[config.mk]
export PLATFORM = sky130hd
export DESIGN_NAME = sfle_ctrl
export DESIGN_NICKNAME = d
export VERILOG_FILES = /design/src/hdl/sfle_pkg.sv /design/src/hdl/sfle_ctrl.sv
export SDC_FILE = /design/constraint.sdc
export NUM_CORES = 1
export LEC_CHECK = 0
export BUFFER_PORTS_ARGS = -buffer_cell sky130_fd_sc_hd__buf_2
export CORE_MARGIN = 2
export CORE_UTILIZATION = 40
export DETAILED_ROUTE_END_ITERATION = 8
export PLACE_DENSITY = 0.66
export SETUP_SLACK_MARGIN = 0.5
export SLEW_MARGIN = 25
export SYNTH_ARGS = -nofsm -noshare
export SYNTH_HDL_FRONTEND = slang
export SYNTH_SLANG_ARGS = --single-unit
[constraint.sdc]
create_clock -name clock -period 1.84 [get_ports clock]
set_clock_uncertainty 0.2 [all_clocks]
set_input_delay 0.368 -clock clock [delete_from_list [all_inputs] [get_ports clock]]
set_output_delay 0.368 -clock clock [all_outputs]
set_load 0.01 [all_outputs]
[src/hdl/sfle_pkg.sv]
// ----------------------------------------------------------------------------
// sfle_pkg
// Shared codes, widths and controller/datapath types of the field line editor.
// ----------------------------------------------------------------------------
`default_nettype none

package sfle_pkg;

   localparam int OP_W   = 2;
   localparam int ADDR_W = 10;
   localparam int CHAR_W = 8;
   localparam int LEN_W  = 8;
   localparam int KEY_W  = 4;
   localparam int TERM_W = 3;
   localparam int REQ_DATA_W = 56;
   localparam int RSP_DATA_W = 48;

   localparam logic [OP_W-1:0] OP_WRITE = 2'd0;
   localparam logic [OP_W-1:0] OP_READ  = 2'd1;
   localparam logic [OP_W-1:0] OP_START = 2'd2;
   localparam logic [OP_W-1:0] OP_KEY   = 2'd3;

   localparam logic [KEY_W-1:0] KEY_CHAR   = 4'd0;
   localparam logic [KEY_W-1:0] KEY_ENTER  = 4'd1;
   localparam logic [KEY_W-1:0] KEY_PGUP   = 4'd2;
   localparam logic [KEY_W-1:0] KEY_PGDN   = 4'd3;
   localparam logic [KEY_W-1:0] KEY_BKSP   = 4'd4;
   localparam logic [KEY_W-1:0] KEY_DEL    = 4'd5;
   localparam logic [KEY_W-1:0] KEY_LEFT   = 4'd6;
   localparam logic [KEY_W-1:0] KEY_RIGHT  = 4'd7;
   localparam logic [KEY_W-1:0] KEY_END    = 4'd8;
   localparam logic [KEY_W-1:0] KEY_HOME   = 4'd9;
   localparam logic [KEY_W-1:0] KEY_UP     = 4'd10;
   localparam logic [KEY_W-1:0] KEY_DOWN   = 4'd11;
   localparam logic [KEY_W-1:0] KEY_BREAK  = 4'd12;
   localparam logic [KEY_W-1:0] KEY_ESCAPE = 4'd13;

   localparam logic [TERM_W-1:0] TERM_NONE   = 3'd0;
   localparam logic [TERM_W-1:0] TERM_ENTER  = 3'd1;
   localparam logic [TERM_W-1:0] TERM_PGUP   = 3'd2;
   localparam logic [TERM_W-1:0] TERM_PGDN   = 3'd3;
   localparam logic [TERM_W-1:0] TERM_ESCAPE = 3'd4;

   localparam logic [CHAR_W-1:0] SPACE_CODE = 8'd32;
   localparam logic [CHAR_W-1:0] PRINT_LO   = 8'd32;
   localparam logic [CHAR_W-1:0] PRINT_HI   = 8'd126;

   typedef enum logic [11:0] {
      S_WAIT_CLR    = 12'b0000_0000_0001,
      S_IDLE        = 12'b0000_0000_0010,
      S_DECODE      = 12'b0000_0000_0100,
      S_READ_WAIT   = 12'b0000_0000_1000,
      S_SCROLL_WAIT = 12'b0000_0001_0000,
      S_FILL_WAIT   = 12'b0000_0010_0000,
      S_INS         = 12'b0000_0100_0000,
      S_INS_WAIT    = 12'b0000_1000_0000,
      S_PUT         = 12'b0001_0000_0000,
      S_DEL         = 12'b0010_0000_0000,
      S_DEL_WAIT    = 12'b0100_0000_0000,
      S_FINISH      = 12'b1000_0000_0000
   } state_type;

   typedef struct packed {
      logic accept;
      logic decode;
      logic read_cap;
      logic scroll_go;
      logic fill_go;
      logic ins_go;
      logic put;
      logic del_go;
      logic load_out;
   } cmd_type;

   typedef struct packed {
      logic is_read;
      logic ins_ok;
      logic need_scroll;
      logic scroll_blocked;
      logic del_ok;
      logic busy;
      logic out_free;
   } sts_type;

endpackage

`default_nettype wire

[src/hdl/sfle_ctrl.sv]
// ----------------------------------------------------------------------------
// sfle_ctrl
// Sequencer: steps each item through decode, screen moves and result load.
// ----------------------------------------------------------------------------
`default_nettype none

module sfle_ctrl
   import sfle_pkg::*;
(
   input  wire logic    clock,
   input  wire logic    reset,
   input  wire logic    req_tvalid,
   output logic         req_tready,
   input  wire sts_type sts,
   output cmd_type      cmd
);

   state_type state_ff, state_in;

   always_comb begin
      state_in = state_ff;
      cmd      = '0;
      unique case (state_ff)
         S_WAIT_CLR: begin
            if (!sts.busy) state_in = S_IDLE;
         end
         S_IDLE: begin
            if (req_tvalid) begin
               cmd.accept = 1'b1;
               state_in   = S_DECODE;
            end
         end
         S_DECODE: begin
            cmd.decode = 1'b1;
            if (sts.is_read) begin
               state_in = S_READ_WAIT;
            end else if (sts.ins_ok) begin
               if (!sts.need_scroll) begin
                  state_in = S_INS;
               end else if (sts.scroll_blocked) begin
                  state_in = S_FINISH;
               end else begin
                  cmd.scroll_go = 1'b1;
                  state_in      = S_SCROLL_WAIT;
               end
            end else if (sts.del_ok) begin
               state_in = S_DEL;
            end else begin
               state_in = S_FINISH;
            end
         end
         S_READ_WAIT: begin
            cmd.read_cap = 1'b1;
            state_in     = S_FINISH;
         end
         S_SCROLL_WAIT: begin
            if (!sts.busy) begin
               cmd.fill_go = 1'b1;
               state_in    = S_FILL_WAIT;
            end
         end
         S_FILL_WAIT: begin
            if (!sts.busy) state_in = S_INS;
         end
         S_INS: begin
            cmd.ins_go = 1'b1;
            state_in   = S_INS_WAIT;
         end
         S_INS_WAIT: begin
            if (!sts.busy) state_in = S_PUT;
         end
         S_PUT: begin
            cmd.put  = 1'b1;
            state_in = S_FINISH;
         end
         S_DEL: begin
            cmd.del_go = 1'b1;
            state_in   = S_DEL_WAIT;
         end
         S_DEL_WAIT: begin
            if (!sts.busy) state_in = S_FINISH;
         end
         S_FINISH: begin
            if (sts.out_free) begin
               cmd.load_out = 1'b1;
               state_in     = S_IDLE;
            end
         end
         default: state_in = S_WAIT_CLR;
      endcase
   end

   assign req_tready = (state_ff == S_IDLE);

   always_ff @(posedge clock) begin
      if (reset) begin
         state_ff <= S_WAIT_CLR;
      end else begin
         state_ff <= state_in;
      end
   end

endmodule

`default_nettype wire

# After elaboration in Yosys (flattened, before gate mapping)
# Cells that the tools add are included.
[word_totals]
ff_bits = 12
input_bits = 10
elab_cells = 51
output_inout_bits = 10
[classes]
n_reduce_logical = 2
eq_ne = 19
mux = 29
[ops]
columns = ["cell", "count"]
rows = [
  ["12-bit two-way mux", 12],
  ["12-bit one-hot mux with 11 select lines", 1],
  ["1-bit two-way mux", 16],
  ["2-bit != test, second input constant", 7],
  ["12-bit by 1-bit == test with 1-bit output, second input constant", 1],
  ["12-bit by 10-bit == test with 1-bit output, second input constant", 1],
  ["12-bit by 11-bit == test with 1-bit output, second input constant", 1],
  ["12-bit == test, second input constant", 1],
  ["12-bit by 2-bit == test with 1-bit output, second input constant", 1],
  ["12-bit by 3-bit == test with 1-bit output, second input constant", 1],
  ["12-bit by 4-bit == test with 1-bit output, second input constant", 1],
  ["12-bit by 5-bit == test with 1-bit output, second input constant", 1],
  ["12-bit by 6-bit == test with 1-bit output, second input constant", 1],
  ["12-bit by 7-bit == test with 1-bit output, second input constant", 1],
  ["12-bit by 8-bit == test with 1-bit output, second input constant", 1],
  ["12-bit by 9-bit == test with 1-bit output, second input constant", 1],
  ["7-bit AND reduction", 1],
  ["2-bit OR reduction", 1],
]

# Depth between registers and ports, before layout
[logic_depth]
ltp_word = 5
depth_mapped = 6
mapped_depth_nobuf = 5

# Least setup slack after synthesis
# Ideal clock, no wire load.
[synth_timing]
path_type = "reg-to-output"
start = "register state_ff[4]"
end = "output cmd[6] (netlist bit)"
stages_incl_launch_ff = 5
t_arrival_ns = 1.466
t_required_ns = 1.272
n_path_buf = 1
setup_slack_ns = -0.194
cell_sequence = "dfxtp_1 buf_6 nor4_4 nand3_2 nor4b_1"
[synth_rtl]
columns = ["element", "line", "rtl"]
rows = [
  ["start: declaration", "sfle_ctrl.sv:18", "state_type state_ff, state_in;"],
  ["start signal: assignment", "sfle_ctrl.sv:99", "state_ff <= state_in;"],
  ["end: declaration", "sfle_ctrl.sv:15", "output cmd_type cmd"],
]

==> summary.md <==
| Metric | Value |
|---|---|
| Status | `complete, but fails checks` |
| Failing checks | `negative setup slack` |
| Max reg flops | `12` |
| Crit path arrival time | `1.67 ns` |
| Hold Buf Count CTS | `0` |
| LEAKAGE | `0.758 nW` |
| Vias in the first global route | `about 1100` |
| Predominant post-synthesis flop cell | `dfxtp_1` |
| CTS tree | `done` |
| Routed Antenna Nets | `0` |
| Buffers plus inverters on the worst setup path | `1` |
| Synth Area in Adders | `0%` |
| Final setup fails | `22` |
| Register area share after synthesis | `about a quarter` |
| Setup Slack @ Placement | `-0.188 ns` |
| Die Span X | `approximately 53 µm` |
| XOR/XNOR share of the synthesized area | `4.62%` |
| Clock Tree Root | `clkbuf_4` |
| CTS sink count | `12` |
| DP Cell Count | `181` |
| Die H | `52.7 µm` |
| Crit path time final | `2.24 ns` |
| Slew @ Worst Pin | `0.404 ns` |
| Final worst slack | `-0.395 ns` |
| WP data required | `1.27 ns` |
| Worst vdd ir | `919 µV` |
| Post-synthesis compound-gate area fraction | `23.0%` |
| Top reg by flops | `state_ff` |
| Mapped Nets | `approximately 120` |
| Slew HR | `73.0%` |
| Detailed-route via count | `1170` |
| Largest net degree at the start of global routing | `8` |
| Router iterations before antenna repair | `4` |
| Num ports | `20` |
| Global-route wire length before repair | `5040 µm` |
| Fin crit share | `121%` |
| Synth async-reset ratio | `0%` |
| CP Cell Sequence | `nor4_4 > nand3_2 > nor4_4 > and4b_1 > buf_2` |
| GPL Wtd Cong | `0.861` |
| Post-Syn Area | `948 µm²` |
| TritonCTS buffer count | `3` |
| YS warnings | `0` |
| Total routed wirelength | `3480 µm` |
| Mux share of post-synthesis cell area | `0%` |
| Initial antenna violation count | `0` |
| Pwr dens | `between 900 and 1000 nW/µm²` |
| Worst hold slack | `0.136 ns` |
| Drc violations | `0` |
| Family with the most delay on the worst path | `simple AND/OR/NAND/NOR gates` |
| Hold crit path type | `in -> reg` |
| Max_cap viols | `0` |
| HPWL after DPL | `roughly 2100 µm` |
| Die ar. | `approximately 2800 µm²` |
| Count of cell types in the netlist | `44` |
| Proportion of layout cells with a drive suffix above 1 | `between 70% and 80%` |
| EDFF count, synth | `0` |
| RSZ-0062 raised after global routing | `yes` |
| Multi-input gate area | `~820 µm²` |
| Clock latency on the worst-skew pair | `0.28 ns` |
| Total Nets Final | `approximately 190` |
| Fill count | `~150` |
| Max-slew violations | `0` |
| Synth Instances | `107` |
| H-tree depth | `1` |
| Critical Path Start Type | `flop` |
| Fmax | `0.447 GHz` |
| R2r setup slk | `-0.34 ns` |
| Post-synthesis simple-gate area fraction | `40.9%` |
| # rows | `17` |
| Seq cells post-synth | `12` |
| Port Buffers | `19` |
| Drt first-iter violations | `35` |
| Biggest registers after layout | `state_ff: 12 flops` |
| Overflow after GRT | `0` |
| Vias per inst | `5.71` |
| Worst Setup Path Type | `reg -> out` |
| Avg WL per Cell | `17.0 µm` |
| GRT Overall Usage | `between 20% and 30%` |
| CTS max path bufs | `2` |
| CP most frequent cell | `nor4_4` |
| Final core occ | `approximately 77%` |
| CP max stage cell | `dfxtp_2` |
| Core area | `2230 µm²` |
| Crit-path max FO | `4` |
| ANT cells | `0` |
| Sequential cell area | `262 µm²` |
| CP max stage delay | `around 0.36 ns` |
| Area Overhead vs Synth | `81.9%` |
| Syn Area/Cell | `between 8 and 9 µm²` |
| Largest family of logic cells by synthesized area | `simple AND/OR/NAND/NOR gates` |
| Non-Filler Instances | `205` |
| Endpoints failing hold | `0` |
| Clock transition at the registers of the reported paths | `0.08 ns` |
| CP Capture Type | `output pin` |
| Starting Density | `42.5%` |
cells in the final DEF, fill, tap and decap left out, types with 2 or more instances in the layout:
| cell type | netlist | layout |
|---|---|---|
| or3_4 | 0 | 2 |
| a211oi_1 | 2 | 2 |
| buf_4 | 0 | 43 |
| nand2_2 | 0 | 2 |
| nor3b_2 | 0 | 2 |
| nor3_1 | 6 | 2 |
| buf_2 | 5 | 16 |
| nor2_1 | 7 | 6 |
| or4b_4 | 1 | 2 |
| inv_1 | 6 | 5 |
| buf_6 | 1 | 13 |
| o21ai_0 | 2 | 2 |
| clkbuf_4 | 0 | 3 |
| xor2_1 | 2 | 2 |
| o21a_1 | 7 | 7 |
| dfxtp_4 | 0 | 3 |
| nor3_4 | 0 | 2 |
| nand3_2 | 1 | 3 |
| a21o_1 | 2 | 2 |
| nor4_4 | 2 | 7 |
| nand2b_1 | 2 | 2 |
| nand3_1 | 4 | 2 |
| nand3b_1 | 4 | 4 |
| a21oi_1 | 2 | 2 |
| nor3_2 | 1 | 3 |
| nand2_1 | 4 | 2 |
| dfxtp_2 | 0 | 8 |
| xnor2_1 | 3 | 3 |
logic make-up (layout without fill, tap and decap cells):
group,count (synthesis),in the layout
buffers and inverters,12,82
and+or+nand+nor,53,53
DFF,12,12
AOI/OAI and AO/OA,25,25
xor gates and xnor gates,5,5
cell usage after synthesis (2+ instances only):
master / count / share of area, %
xnor2_1: 3 / 2.8
nor4_2: 4 / 5.3
a21o_1: 2 / 1.6
nand3_1: 4 / 2.1
xor2_1: 2 / 1.8
o21ai_0: 2 / 1.1
nand2_1: 4 / 1.6
nor4_1: 2 / 1.3
o21a_1: 7 / 5.5
or3_1: 2 / 1.3
nor3b_1: 3 / 2.4
nor4_4: 2 / 4.5
nor3_1: 6 / 3.2
nand2b_1: 2 / 1.3
a21oi_1: 2 / 1.1
nand3b_1: 4 / 3.2
a211oi_1: 2 / 1.6
dfxtp_1: 12 / 25
buf_2: 5 / 2.6
o21ai_1: 2 / 1.1
nor2_1: 7 / 2.8
inv_1: 6 / 2.4
cell type report:
type | count | share of cell area [%]
multi-input cells | 83 | 47.6
repair buffers | 72 | 31.8
flip-flops and latches | 12 | 15.2
clock buffers | 4 | 2.10
well taps | 28 | 2.03
inverters | 6 | 1.31
worst reg2reg max path, stage by stage (launching register included):
cell      delay (ns)
dfxtp_2         0.36
nor4_4          0.32
nand3_2         0.17
buf_4           0.18
buf_4           0.12
buf_4           0.13
a311oi_2        0.27
o41ai_4         0.16
a21o_1          0.18
final timing paths:
kind	start	endpoint	depth (start not counted)
worst min register to register	state_ff[0]	state_ff[0]	1
worst max register to register	state_ff[5]	state_ff[0]	8
worst max-delay path	state_ff[5]	cmd[5]	5
worst min-delay path	sts[6]	state_ff[3]	3
where the power goes:
group	internal (W)	switching, W
registers	0.000292	0.0000483
logic	0.000591	0.000511
clock network	0.000120	0.0000895
repair_timing:
action	CTS	global route
buffers inserted	14	6
endpoints found under the setup margin	22	22
gates resized for setup	36	9
pin swaps	19	4
routing by layer:
| metal | share of wire (%) | GRT usage (%) | vias to the layer above |
|---|---|---|---|
| li1 | - | - | 541 |
| met1 | 42 | 30.9 | 575 |
| met2 | 49 | 42.7 | 45 |
| met3 | 5.6 | 4.29 | 9 |
| met4 | 2.4 | 7.69 | 0 |
| met5 | 0 | 0 | - |
stage by stage:
step | setup TNS, ns | instance area (µm²) | total power (W)
6_report | -6.35 | 1730 | 0.00165
5_1_grt | -8.22 | 1730 | 0.00173
4_1_cts | -5.63 | 1650 | 0.00152
3_5_place_dp | -2.36 | 1360 | 0.00107
3_3_place_gp | -1.76 | 1360 | 0.00105
2_1_floorplan | -0.496 | 1030 | 0.000784
No activity file was read; power rests on OpenSTA's default activity.
